`config.mk`:
```
export PLATFORM = sky130hd
export DESIGN_NAME = lru_key_value_cache_unit
export DESIGN_NICKNAME = d
export VERILOG_FILES = /design/src/rtl/core/lkvc_pkg.sv /design/src/rtl/core/lkvc_cell.sv /design/src/rtl/core/lru_key_value_cache_unit.sv
export SDC_FILE = /design/constraint.sdc
export NUM_CORES = 1
export LEC_CHECK = 0
export BUFFER_PORTS_ARGS = -buffer_cell sky130_fd_sc_hd__buf_4
export CAP_MARGIN = 25
export CORE_MARGIN = 10
export CORE_UTILIZATION = 55
export DETAILED_ROUTE_END_ITERATION = 8
export PLACE_DENSITY = 0.75
export SETUP_SLACK_MARGIN = 0.05
export SLEW_MARGIN = 20
export SYNTH_ARGS = -nofsm -noshare
export SYNTH_HDL_FRONTEND = slang
export SYNTH_SLANG_ARGS = --single-unit
```
`constraint.sdc`:
```
create_clock -name clk_i -period 7.45 [get_ports clk_i]
set_input_delay 0.745 -clock clk_i [delete_from_list [all_inputs] [get_ports clk_i]]
set_output_delay 0.745 -clock clk_i [all_outputs]
set_load 0.005 [all_outputs]
```
`src/rtl/core/lkvc_pkg.sv`:
```
// ----------------------------------------------------------------------------
// lkvc_pkg
// Shared widths, codes and types of the LRU key-value cache.
// ----------------------------------------------------------------------------
package lkvc_pkg;

  localparam int KeyW          = 32;
  localparam int ValueW        = 32;
  localparam int CapW          = 5;
  localparam int MaxEntriesDef = 16;

  localparam logic [CapW-1:0] CapReset = CapW'(16);

  localparam logic OpGet = 1'b0;
  localparam logic OpPut = 1'b1;

  typedef enum logic [1:0] {
    MODE_NONE,
    MODE_HIT,
    MODE_FILL,
    MODE_EVICT
  } lkvc_mode_e;

  typedef struct packed {
    logic [KeyW-1:0]   key;
    logic [ValueW-1:0] value;
  } lkvc_entry_t;

  typedef struct packed {
    logic       clear;
    logic       probe;
    logic       commit;
    lkvc_mode_e mode;
  } lkvc_ctrl_t;

endpackage

```
`src/rtl/core/lkvc_cell.sv`:
```
// ----------------------------------------------------------------------------
// lkvc_cell
// One recency slot: holds an entry, compares it, and shifts from its neighbor.
// ----------------------------------------------------------------------------
module lkvc_cell (
  input  logic                             clk_i,
  input  logic                             rst_ni,
  input  lkvc_pkg::lkvc_ctrl_t             ctrl_i,
  input  logic [lkvc_pkg::KeyW-1:0]        probe_key_i,
  input  lkvc_pkg::lkvc_entry_t            prev_entry_i,
  input  logic                             prev_valid_i,
  input  logic                             match_i,
  input  logic [lkvc_pkg::ValueW-1:0]      hit_value_i,
  output lkvc_pkg::lkvc_entry_t            entry_o,
  output logic                             valid_o,
  output logic                             match_o,
  output logic [lkvc_pkg::ValueW-1:0]      hit_value_o
);

  lkvc_pkg::lkvc_entry_t entry_q;
  logic                  valid_q;
  logic                  match_q;
  logic                  shift;

  assign match_o     = match_q | match_i;
  assign hit_value_o = (match_q ? entry_q.value : '0) | hit_value_i;
  assign entry_o     = entry_q;
  assign valid_o     = valid_q;

  always_comb begin
    unique case (ctrl_i.mode)
      lkvc_pkg::MODE_HIT:   shift = match_o;
      lkvc_pkg::MODE_FILL:  shift = prev_valid_i;
      lkvc_pkg::MODE_EVICT: shift = valid_q;
      default:              shift = 1'b0;
    endcase
  end

  always_ff @(posedge clk_i or negedge rst_ni) begin
    if (!rst_ni) begin
      valid_q <= 1'b0;
      match_q <= 1'b0;
    end else if (ctrl_i.clear) begin
      valid_q <= 1'b0;
      match_q <= 1'b0;
    end else begin
      if (ctrl_i.probe) begin
        match_q <= valid_q && (entry_q.key == probe_key_i);
      end
      if (ctrl_i.commit && shift) begin
        valid_q <= prev_valid_i;
      end
    end
  end

  always_ff @(posedge clk_i) begin
    if (ctrl_i.commit && shift) begin
      entry_q <= prev_entry_i;
    end
  end

endmodule

```
`src/rtl/core/lru_key_value_cache_unit.sv`:
```
// ----------------------------------------------------------------------------
// lru_key_value_cache_unit
// Fully associative key-value cache with least-recently-used replacement.
// ----------------------------------------------------------------------------
// In the accept cycle every cell compares its key with the item key; at commit
// the match and hit value ripple along the cell row and the row shifts by one
// behind the new most recent entry. The result lands in an output register;
// while it waits, the next item is still accepted and holds, uncommitted,
// until the register is free. The store is empty after reset and after every
// capacity write, which clears all cell valid bits directly.
module lru_key_value_cache_unit #(
  parameter int MaxEntries = lkvc_pkg::MaxEntriesDef
) (
  input  logic                          clk_i,
  input  logic                          rst_ni,
  input  logic                          cfg_we_i,
  input  logic [lkvc_pkg::CapW-1:0]     cfg_wdata_i,     // capacity_in_use
  input  logic                          s_axis_tvalid,
  output logic                          s_axis_tready,
  input  logic [63:0]                   s_axis_tdata,    // key, write_value
  input  logic                          s_axis_tuser,    // operation
  output logic                          m_axis_tvalid,
  input  logic                          m_axis_tready,
  output logic [31:0]                   m_axis_tdata,    // read_value
  output logic                          m_axis_tuser     // found
);

  localparam int CntW = $clog2(MaxEntries + 1);

  logic                               busy_q;
  logic                               op_q;
  logic [lkvc_pkg::KeyW-1:0]          key_q;
  logic [lkvc_pkg::ValueW-1:0]        wval_q;
  logic [lkvc_pkg::CapW-1:0]          cap_q;
  logic [CntW-1:0]                    count_q;
  logic                               out_valid_q;
  logic                               out_found_q;
  logic [lkvc_pkg::ValueW-1:0]        out_value_q;

  logic                               accept;
  logic                               commit;
  logic                               hit;
  logic                               full;
  lkvc_pkg::lkvc_ctrl_t               ctrl;
  lkvc_pkg::lkvc_entry_t              head;
  lkvc_pkg::lkvc_entry_t              cell_entry [MaxEntries];
  logic [MaxEntries-1:0]              cell_valid;
  logic [MaxEntries:0]                match_chain;
  logic [lkvc_pkg::ValueW-1:0]        value_chain [MaxEntries+1];

  assign s_axis_tready = !busy_q;
  assign accept        = s_axis_tvalid && s_axis_tready;
  assign commit        = busy_q && (!out_valid_q || m_axis_tready);
  assign hit           = match_chain[0];
  assign full          = (count_q != '0) &&
                         ((32'(count_q) >= 32'(cap_q)) || (32'(count_q) == MaxEntries));

  always_comb begin
    ctrl.clear  = cfg_we_i;
    ctrl.probe  = accept;
    ctrl.commit = commit;
    priority if (hit) begin
      ctrl.mode = lkvc_pkg::MODE_HIT;
    end else if (op_q == lkvc_pkg::OpPut) begin
      ctrl.mode = full ? lkvc_pkg::MODE_EVICT : lkvc_pkg::MODE_FILL;
    end else begin
      ctrl.mode = lkvc_pkg::MODE_NONE;
    end
  end

  assign head.key   = key_q;
  assign head.value = (op_q == lkvc_pkg::OpPut) ? wval_q : value_chain[0];

  assign match_chain[MaxEntries] = 1'b0;
  assign value_chain[MaxEntries] = '0;

  for (genvar i = 0; i < MaxEntries; i++) begin : g_cell
    lkvc_pkg::lkvc_entry_t prev_entry;
    logic                  prev_valid;
    if (i == 0) begin : g_head
      assign prev_entry = head;
      assign prev_valid = 1'b1;
    end else begin : g_link
      assign prev_entry = cell_entry[i-1];
      assign prev_valid = cell_valid[i-1];
    end
    lkvc_cell u_cell (
      .clk_i        (clk_i),
      .rst_ni       (rst_ni),
      .ctrl_i       (ctrl),
      .probe_key_i  (s_axis_tdata[31:0]),
      .prev_entry_i (prev_entry),
      .prev_valid_i (prev_valid),
      .match_i      (match_chain[i+1]),
      .hit_value_i  (value_chain[i+1]),
      .entry_o      (cell_entry[i]),
      .valid_o      (cell_valid[i]),
      .match_o      (match_chain[i]),
      .hit_value_o  (value_chain[i])
    );
  end

  always_ff @(posedge clk_i or negedge rst_ni) begin
    if (!rst_ni) begin
      busy_q      <= 1'b0;
      cap_q       <= lkvc_pkg::CapReset;
      count_q     <= '0;
      out_valid_q <= 1'b0;
    end else begin
      if (cfg_we_i) begin
        cap_q   <= cfg_wdata_i;
        count_q <= '0;
      end else if (commit && ctrl.mode == lkvc_pkg::MODE_FILL) begin
        count_q <= count_q + CntW'(1);
      end
      if (accept) begin
        busy_q <= 1'b1;
      end else if (commit) begin
        busy_q <= 1'b0;
      end
      if (commit) begin
        out_valid_q <= 1'b1;
      end else if (m_axis_tready) begin
        out_valid_q <= 1'b0;
      end
    end
  end

  always_ff @(posedge clk_i) begin
    if (accept) begin
      op_q   <= s_axis_tuser;
      key_q  <= s_axis_tdata[31:0];
      wval_q <= s_axis_tdata[63:32];
    end
    if (commit) begin
      out_found_q <= hit;
      out_value_q <= (hit && op_q == lkvc_pkg::OpGet) ? value_chain[0] : '0;
    end
  end

  assign m_axis_tvalid = out_valid_q;
  assign m_axis_tdata  = out_value_q;
  assign m_axis_tuser  = out_found_q;

`ifndef SYNTHESIS
  assert property (@(posedge clk_i) disable iff (!rst_ni)
    32'(count_q) <= MaxEntries)
    else $error("entry count above store size");

  assert property (@(posedge clk_i) disable iff (!rst_ni)
    commit |=> m_axis_tvalid && !busy_q)
    else $error("committed item produced no result");

  assert property (@(posedge clk_i) disable iff (!rst_ni)
    (commit && !cfg_we_i && ctrl.mode == lkvc_pkg::MODE_FILL) |=>
      count_q == $past(count_q) + CntW'(1))
    else $error("fill did not advance entry count");

  assert property (@(posedge clk_i) disable iff (!rst_ni)
    accept |=> busy_q && !s_axis_tready)
    else $error("accepted item not held for lookup");
`endif

endmodule

```
# Yosys cells after proc, flatten, opt, wreduce, memory -nomap -nowiden
# Index checks and enable logic that the tools add are counted.
# word_totals
reg_bits	1166
in_bits	75
output_inout_bits	35
word_cells	294
# classes
add_sub_neg	1
n_lt_le_gt_ge	1
n_eq_ne	20
muxes	106
bitwise_logic	31
n_reduce_logical	62
# op_table
cell	n
$mux W32	17
$eq A32 B32 Y1	16
$or A32 B32 Y32	15
$mux W1	69
$pmux W1 S3	16
$reduce_bool A2 Y1	20
$logic_and A1 B1 Y1	37
$or A1 B1 Y1	15
$mux W5	2
$add A5 B1 Y5 const B	1
$eq A5 B5 Y1 const B	1
$ge A5 B5 Y1	1
$reduce_bool A5 Y1	1
$eq A2 B2 Y1 const B	2
$mux W2	2
$eq A2 B1 Y1 const B	1
$logic_not A1 Y1	2
$logic_or A1 B1 Y1	2
$not A1 Y1	1

# Logic depth before layout (Yosys ltp)
# Gate-level depths: netlist of run 1.
# logic_depth
depth_word	21
depth_mapped	9
mapped_depth_nobuf	8

# Hierarchy
# From an unflattened synthesis of run 1, not the netlist that was laid out.
# hier_totals
cells_unflattened	2745
area_unflattened_um2	46583.4
# by_module_without_submodules
module	n_inst	cells_each	area_each_um2	seq_area_each_um2
lkvc_cell	16	156	2643.8	1971.9
lru_key_value_cache_unit	1	249	4282.9	3244.4

# Least setup slack after synthesis of run 1
# Ideal clock, no wire load.
# synth_path
path_kind	in2reg
from	input port m_axis_tready
to	register g_cell[13].u_cell.entry_q (netlist bit g_cell[13].u_cell.entry_o[0]), enable pin
setup_time_ns	0.507
arrival_time_ns	5.575
t_required_ns	6.943
setup_slack_ns	1.367
path_stages	7
path_buffers	2
path_cell_list	nand2b_1 > nand2_1 > inv_1 > o21ai_1 > buf_2 > buf_2 > a21oi_1
# synth_via
elab_chain_cells	3
# synth_lines
item	line_no	source
start: declaration	lru_key_value_cache_unit.sv:23	input logic m_axis_tready,
$logic_or A1 B1 Y1	lru_key_value_cache_unit.sv:53	assign commit = busy_q && (!out_valid_q || m_axis_tready);
$logic_and A1 B1 Y1	lru_key_value_cache_unit.sv:53	
via commit	lru_key_value_cache_unit.sv:41	logic commit;
$logic_and A1 B1 Y1	lkvc_cell.sv:57	if (ctrl_i.commit && shift) begin
end signal: assignment	lkvc_cell.sv:58	entry_q <= prev_entry_i;
end: declaration	lkvc_cell.sv:20	lkvc_pkg::lkvc_entry_t entry_q;
# The timed path passes the listed nets, and every way through them passes these cells.
# A chain may end at the register's enable or synchronous reset.

# Worst setup path in the final report of run 1
# layout_path
from	register g_cell[12].u_cell.match_q
to	register g_cell[13].u_cell.entry_q (netlist bit g_cell[13].u_cell.entry_o[13]), enable pin
# layout_via
elab_chain_cells	17
# layout_lines
item	line_no	source
start: declaration	lkvc_cell.sv:22	logic match_q;
start signal: assignment	lkvc_cell.sv:48	match_q <= valid_q && (entry_q.key == probe_key_i);
$or A1 B1 Y1 * (13 in a row)	lkvc_cell.sv:25	assign match_o = match_q | match_i;
$mux W2 *	lru_key_value_cache_unit.sv:62	priority if (hit) begin
$eq A2 B2 Y1 or $eq A2 B1 Y1 (tied branches)	lkvc_cell.sv:31	unique case (ctrl_i.mode)
$pmux W1 S3 *	lkvc_cell.sv:31	
$logic_and A1 B1 Y1 *	lkvc_cell.sv:57	
# Every way passes the cells marked *; elsewhere a longest branch is shown, timed or not.

==> run_results.csv, run 1 <==
group,metric,value,unit
power_and_ir_drop,pwr-share-seq,54.0,%
synthesis,synth.most_common_cell,"edfxtp_1",
detailed_routing,ant_nets,0,
setup_path,crit_top_cell,"buf_4",
timing,hold_viol_final,0,
final_layout,area_delta_synth_final,12.66,%
synthesis,syn_area,0.04549,mm2
synthesis,netlist_instances,2698,
synthesis,yosysSeqAreaShare,76.49,%
setup_path,critPathArrivalTime,4.75,ns
synthesis,synthTopCellsByCount,"1122 x edfxtp_1, 297 x xnor2_1, 214 x xor2_1",
global_routing,gr-total-overflow,0,
timing,setup_viol,0,
cts,clk_path_buf_depth,3,
synthesis,synth_top_area_share,74.07,%
power_and_ir_drop,p_int,10.92,mW
power_and_ir_drop,p_leak,16.59,nW
cts,numCtsBuffers,111,
detailed_routing,vias_per_cell,6.377,
final_layout,n_fill_cell,5614,
placed_design,placedInstanceArea,0.04754,mm2
detailed_routing,drc_errors,0,
power_and_ir_drop,p_comb_share,6.0,%
setup_path,r2r_slack,2.99,ns
setup_path,cp_num_buf_inv,3,
synthesis,synthArstFlopShare,3.774,%
final_layout,final_core_util,62.51,%
power_and_ir_drop,clkPwrFrac,39.9,%
setup_path,path_max_fanout,35,
placed_design,place_hpwl,70600,um
global_routing,grt_pass1_wl,165500,um
cts,hold_buffers,0,
timing,slew_violations,0,
setup_path,path_class,"flip-flop to flip-flop",
timing,finClkSkew,0.02350,ns
detailed_routing,drt_iter0_markers,3357,
cts,clk_latency,0.67,ns
cts,cts_resized,0,
power_and_ir_drop,p_sw,3.122,mW
power_and_ir_drop,max-vdd-ir-drop,0.0002765,V
cts,cts_tree,"yes",
synthesis,avgSynthCellArea,16.86,um2
die,row_count,105,
final_layout,multi_input_area,0.01009,mm2
timing,fin_ws,2.994,ns
detailed_routing,wirelength,111900,um
die,ios,110,
global_routing,grt_max_degree,67,
setup_path,required,7.74,ns
worst_hold_path,min_path_type,"input port to asynchronous set/reset pin",
synthesis,synth_top_area_cell,"edfxtp_1",
final_layout,seqCellArea,0.03480,mm2
synthesis,synthDistinctLibCells,47,
final_layout,fin_area,0.05125,mm2
die,initial_utilization,55.49,%
placed_design,place.gp.congestion,0.9130,
detailed_routing,avgRoutedWirePerCell,28.16,um
power_and_ir_drop,power.density,273.9,mW/mm2
final_layout,drive_above_1_share,12.47,%
setup_path,cp_top_family,"simple AND/OR/NAND/NOR gates",
setup_path,r2r_start,"g_cell[12].u_cell.match_q",
setup_path,reg2reg_to,"g_cell[13].u_cell.entry_o[13]",
timing,relSlewSlack,28.93,%
power_and_ir_drop,swShare,22.24,%
global_routing,antenna_found_initial,1,
cts,cts_max_level,3,
final_layout,nets,2893,
synthesis,ys_top_cells_by_area,"edfxtp_1 74%, xnor2_1 5.7%, xor2_1 4.1%",
synthesis,yosysWarnings,0,
flow_run,cap_violations,0,
placed_design,place.port_buffers,109,
die,die_w,307.6,um
die,fp.dieH,307.6,um
setup_path,slowest_delay,0.82,ns
global_routing,grt_pass1_vias,26389,
placed_design,pre_cts_slack,3.046,ns
timing,period_share,59.81,%
setup_path,slowest_stage,"a21oi_4",
timing,worstMarginPinSlew,1.066,ns
detailed_routing,drt-pass1-iter-count,7,
timing,tns,0,ns
timing,fmax,0.2244,GHz
setup_path,worstSetupStartpointType,"flip-flop",
setup_path,worstPathCellList,"buf_4, nor4_2, nand3_1, nor4_2, buf_4, nand2_1, a21oi_4, buf_4",
synthesis,synthFlopType,"edfxtp_1",
cts,cts.clk_slew.worst_paths,0.06,ns
synthesis,synth_edf_count,1122,
global_routing,grtUsageTotal,23.31,%
die,dieArea,0.09461,mm2
timing,fin_crit,4.456,ns
setup_path,rr_worst_depth,8,
run_status,outcome,"finished clean",
synthesis,ys_ff_latch,1166,
detailed_routing,vias,25342,
die,coreArea,0.08198,mm2
cts,post-cts-setup-buffer-count,0,
cts,clockRootBuffer,"clkbuf_16",
synthesis,syn_nets,2780,
timing,rsz0062_at_grt,"no",
setup_path,worstSetupEndpointType,"flip-flop",
cts,clock_sinks,1166,
## power groups by stage
stage | Combinational [mW] | Clock (mW) | Sequential, mW
after floorplan | 0.451 | 0 | 7.68
after global placement | 0.807 | 0 | 7.71
after detailed placement | 0.838 | 0 | 7.72
after CTS | 0.842 | 5.62 | 7.59
after global routing | 0.908 | 5.88 | 7.61
final | 0.843 | 5.61 | 7.59
## kinds of logic (layout without fill, tap and decap cells)
| family | Yosys count | in the layout | synth area share, % |
|---|---|---|---|
| AND/OR/NAND/NOR | 413 | 413 | 4.836 |
| other | 0 | 1 | 0 |
| buffers and inverters | 201 | 406 | 1.703 |
| adder cells (fa/ha/maj) | 7 | 7 | 0.1925 |
| XOR/XNOR | 511 | 511 | 9.839 |
| flip-flops | 1166 | 1166 | 76.49 |
| multiplexers | 50 | 50 | 1.142 |
| AO/OA/AOI/OAI | 350 | 350 | 5.796 |
## worst register-to-register path: cells and delay by family (launching register included)
family                 cells  cell delay, ns
AND/OR/NAND/NOR            4            1.56
buffers and inverters      3            1.29
AO/OA/AOI/OAI              1            0.82
flip-flops                 1            0.37
## per-layer routing
layer	routed length (um)	global-route usage [%]	vias up	share of wire [%]
li1	-	-	10628	-
met1	41470	29.72	12659	37
met2	54020	38.55	1697	48
met3	11490	4.735	356	10
met4	4922	10.04	2	4.4
met5	13	0	-	0.012
## flip-flops by register name (all words and copies together), names as in the netlist
name,flops
g_cell.u_cell.match_q,16
g_cell.u_cell.entry_o,1024
op_q,1
g_cell.u_cell.valid_o,16
m_axis_tdata,32
key_q,32
busy_q,1
cap_q,5
m_axis_tuser,1
count_q,5
wval_q,32
m_axis_tvalid,1
## through the flow
stage,cells,hold WS [ns],power [mW]
finish,3974,0.09373,14.04
global route,3973,0.1166,14.39
CTS,3969,0.09531,14.06
detailed placement,3764,0.4045,8.559
global placement,3763,0.4008,8.516
floorplan,2698,0.4003,8.133
## placed cells by master (no fill, tap or decap), types with 5 or more instances in the layout
master	synthesis	final
a211oi_1	6	6
a21oi_1	26	19
a21oi_4	0	7
a221oi_1	64	64
a22o_1	64	64
a22oi_1	128	128
a31oi_1	10	10
buf_4	0	148
bufinv_16	0	10
clkbuf_1	123	21
clkbuf_16	0	115
clkinv_1	0	24
clkinv_2	0	19
clkinvlp_4	0	8
dfrtp_1	43	39
edfxtp_1	1122	1122
ha_1	7	7
inv_1	48	47
mux2_2	15	15
mux2i_1	35	35
nand2_1	34	34
nand2b_1	6	6
nand3_1	74	74
nand4_1	97	97
nor2_1	95	86
nor2_4	0	8
nor3_1	28	28
nor4_1	63	63
o211ai_1	5	5
o21ai_0	30	30
xnor2_1	297	297
xor2_1	214	214
## cell type report
type | instances | area share, %
repair buffers | 153 | 2.412
inverters | 48 | 0.3516
clock buffers | 138 | 5.823
clock inverters | 67 | 1.199
flip-flops and latches | 1166 | 67.91
multi-input cells | 1331 | 19.69
well taps | 1070 | 2.612
diodes | 1 | 0.004883
## how the worst max path moves through the flow
| stage | start | to | slack, ns | cells after the start |
|---|---|---|---|---|
| 4_1_cts | g_cell[12].u_cell.match_q | g_cell[14].u_cell.entry_o[21] | 3.04 | 8 |
| 6_report | g_cell[12].u_cell.match_q | g_cell[13].u_cell.entry_o[13] | 2.99 | 8 |
| 2_1_floorplan | m_axis_tready | g_cell[13].u_cell.entry_o[0] | 1.37 | 7 |
| 3_3_place_gp | g_cell[12].u_cell.match_q | g_cell[14].u_cell.entry_o[25] | 3.20 | 8 |
| 3_5_place_dp | g_cell[12].u_cell.match_q | g_cell[14].u_cell.entry_o[21] | 3.05 | 8 |
| 5_1_grt | g_cell[12].u_cell.match_q | g_cell[13].u_cell.entry_o[13] | 2.75 | 8 |
Note: power is estimated with default switching activity, not from simulation.
==> run 2, diff against run 1 <==
==> constraint.sdc (replaced) <==
create_clock -name clk_i -period 4.4 [get_ports clk_i]
set_input_delay 0.44 -clock clk_i [delete_from_list [all_inputs] [get_ports clk_i]]
set_output_delay 0.44 -clock clk_i [all_outputs]
set_load 0.005 [all_outputs]
==> run_results.csv, run 2 (synthesis results as in run 1) <==
group,metric,value,unit
placed_design,place.gp.congestion,0.9002,
die,ios,110,
setup_path,path_max_fanout,33,
cts,cts_max_level,3,
timing,slew_violations,0,
detailed_routing,drt-pass1-iter-count,6,
setup_path,reg2reg_to,"g_cell[12].u_cell.entry_o[25]",
global_routing,antenna_found_initial,0,
global_routing,grt_max_degree,67,
detailed_routing,vias_per_cell,6.288,
setup_path,r2r_start,"cap_q[4]",
timing,setup_viol,0,
global_routing,gr-total-overflow,0,
cts,numCtsBuffers,112,
timing,finClkSkew,0.02814,ns
worst_hold_path,hp-start,"cfg_wdata_i[2]",
cts,clk_latency,0.68,ns
final_layout,n_fill_cell,5688,
setup_path,worstSetupEndpointType,"flip-flop",
placed_design,placedInstanceArea,0.04770,mm2
cts,cts.clk_slew.worst_paths,0.06,ns
cts,clk_path_buf_depth,3,
power_and_ir_drop,finalPower,23.92,mW
final_layout,largest_reg_flops,1024,
detailed_routing,drt_iter0_markers,2933,
timing,hold_viol_final,0,
timing,fin_crit,3.965,ns
die,dieArea,0.09461,mm2
setup_path,required,4.69,ns
detailed_routing,ant_nets,0,
power_and_ir_drop,max-vdd-ir-drop,0.0003824,V
power_and_ir_drop,power.density,462.1,mW/mm2
global_routing,grt_pass1_vias,26355,
detailed_routing,avgRoutedWirePerCell,27.88,um
final_layout,fin_area,0.05176,mm2
die,fp.dieH,307.6,um
die,coreArea,0.08198,mm2
setup_path,path_class,"flip-flop to flip-flop",
die,die_w,307.6,um
run_status,outcome,"finished clean",
worst_hold_path,min_to,"cap_q[2]",
detailed_routing,drc_errors,0,
final_layout,final_common_cell,"edfxtp_1",
worst_hold_path,min_path_type,"input port to flip-flop",
final_layout,nets,2942,
cts,clockRootBuffer,"clkbuf_16",
placed_design,place_hpwl,70950,um
timing,worstMarginPinSlew,1.064,ns
cts,post-cts-setup-buffer-count,0,
power_and_ir_drop,p_leak,16.85,nW
setup_path,critPathArrivalTime,4.26,ns
timing,fin_ws,0.4346,ns
global_routing,grtUsageTotal,23.55,%
die,row_count,105,
global_routing,grt_pass1_wl,167100,um
flow_run,cap_violations,0,
cts,clock_sinks,1166,
setup_path,crit_start,"cap_q[4]",
timing,fmax,0.2522,GHz
detailed_routing,vias,25297,
timing,rsz0062_at_grt,"no",
final_layout,area_delta_synth_final,13.79,%
setup_path,r2r_slack,0.43,ns
final_layout,antenna_cells,0,
detailed_routing,wirelength,112200,um
final_layout,layout_common_cells,"1122 x edfxtp_1, 297 x xnor2_1, 214 x xor2_1",
die,initial_utilization,55.49,%
worst_hold_path,min_path_cells,3,
cts,cts_tree,"yes",
setup_path,rr_worst_depth,10,
timing,relSlewSlack,29.07,%
setup_path,worstSetupStartpointType,"flip-flop",
final_layout,drive_above_1_share,12.80,%
timing,period_share,90.12,%
placed_design,place.port_buffers,109,
placed_design,pre_cts_slack,0.5096,ns
[run 2: cell types whose count changed in the layout (fill, tap and decap cells not counted), sizes merged, moves of 2 or more]
| cell | delta |
|---|---|
| dlygate4sd3 | +37 |
| buf | +11 |
| clkinv | +6 |
| clkinvlp | -4 |
| bufinv | +3 |
| clkbuf | -2 |
[run 2: cell type report]
cell class	count	area (um2)	area share (%)
Inverter	48	180.2	0.3481
Clock inverter	71	724.4	1.400
Timing Repair Buffer	201	1697	3.278
Multi-Input combinational cell	1331	10090	19.49
Clock buffer	136	2934	5.668
Sequential cell	1166	34800	67.23
Tap cell	1070	1339	2.586
[run 2: routing by layer]
layer  part of all wire [%]  global-route usage (%)  routed length [um]
met5                      0                       0                   0
met4                    3.6                   9.180                4064
met3                     10                   5.044               11570
met2                     47                   37.81               52990
met1                     39                   31.29               43530
[run 2: how the worst max path moves through the flow]
| stage | to | slack (ns) | cells after the start |
|---|---|---|---|
| 2_1_floorplan | g_cell[13].u_cell.entry_o[0] | -1.38 | 7 |
| 3_3_place_gp | g_cell[12].u_cell.entry_o[13] | 0.51 | 10 |
| 3_5_place_dp | g_cell[12].u_cell.entry_o[25] | 0.51 | 10 |
| 4_1_cts | g_cell[12].u_cell.entry_o[25] | 0.48 | 10 |
| 5_1_grt | g_cell[12].u_cell.entry_o[25] | 0.27 | 10 |
| 6_report | g_cell[12].u_cell.entry_o[25] | 0.43 | 10 |
[run 2: metrics by stage]
stage          utilization [%]  TNS [ns]  cells  hold slack, ns
6_report                 63.14         0   4023         0.04090
5_1_grt                  63.14         0   4023         0.03329
3_3_place_gp             58.19         0   3778          0.4011
3_5_place_dp             58.19         0   3778          0.4045
2_1_floorplan                -  -1055.93   2698          0.1444
4_1_cts                  63.11         0   4022        0.004103
[run 2: power by group]
part / switching (mW) / total (mW) / leakage (nW) / internal, mW
Combinational: 0.959 / 1.48 / 4.30 / 0.519
Clock: 4.09 / 9.60 / 1.79 / 5.51
Sequential: 0.236 / 12.8 / 10.8 / 12.6
[run 2: critical path, stage by stage (launching register included)]
cell and delay (ns):
dfstp_2 0.51, inv_1 0.04, ha_1 0.27, o21ai_0 0.07, or2_2 0.30, o21ai_2 0.38, buf_4 0.33, mux2_2 0.19
a21oi_1 0.10, nor2_4 0.65, buf_4 0.71
[run 2: timing repair]
action | 4_1_cts | 5_1_grt
hold buffers | 37 | 0
gates resized for setup | 0 | 0
endpoints found under the hold margin | 79 | 0
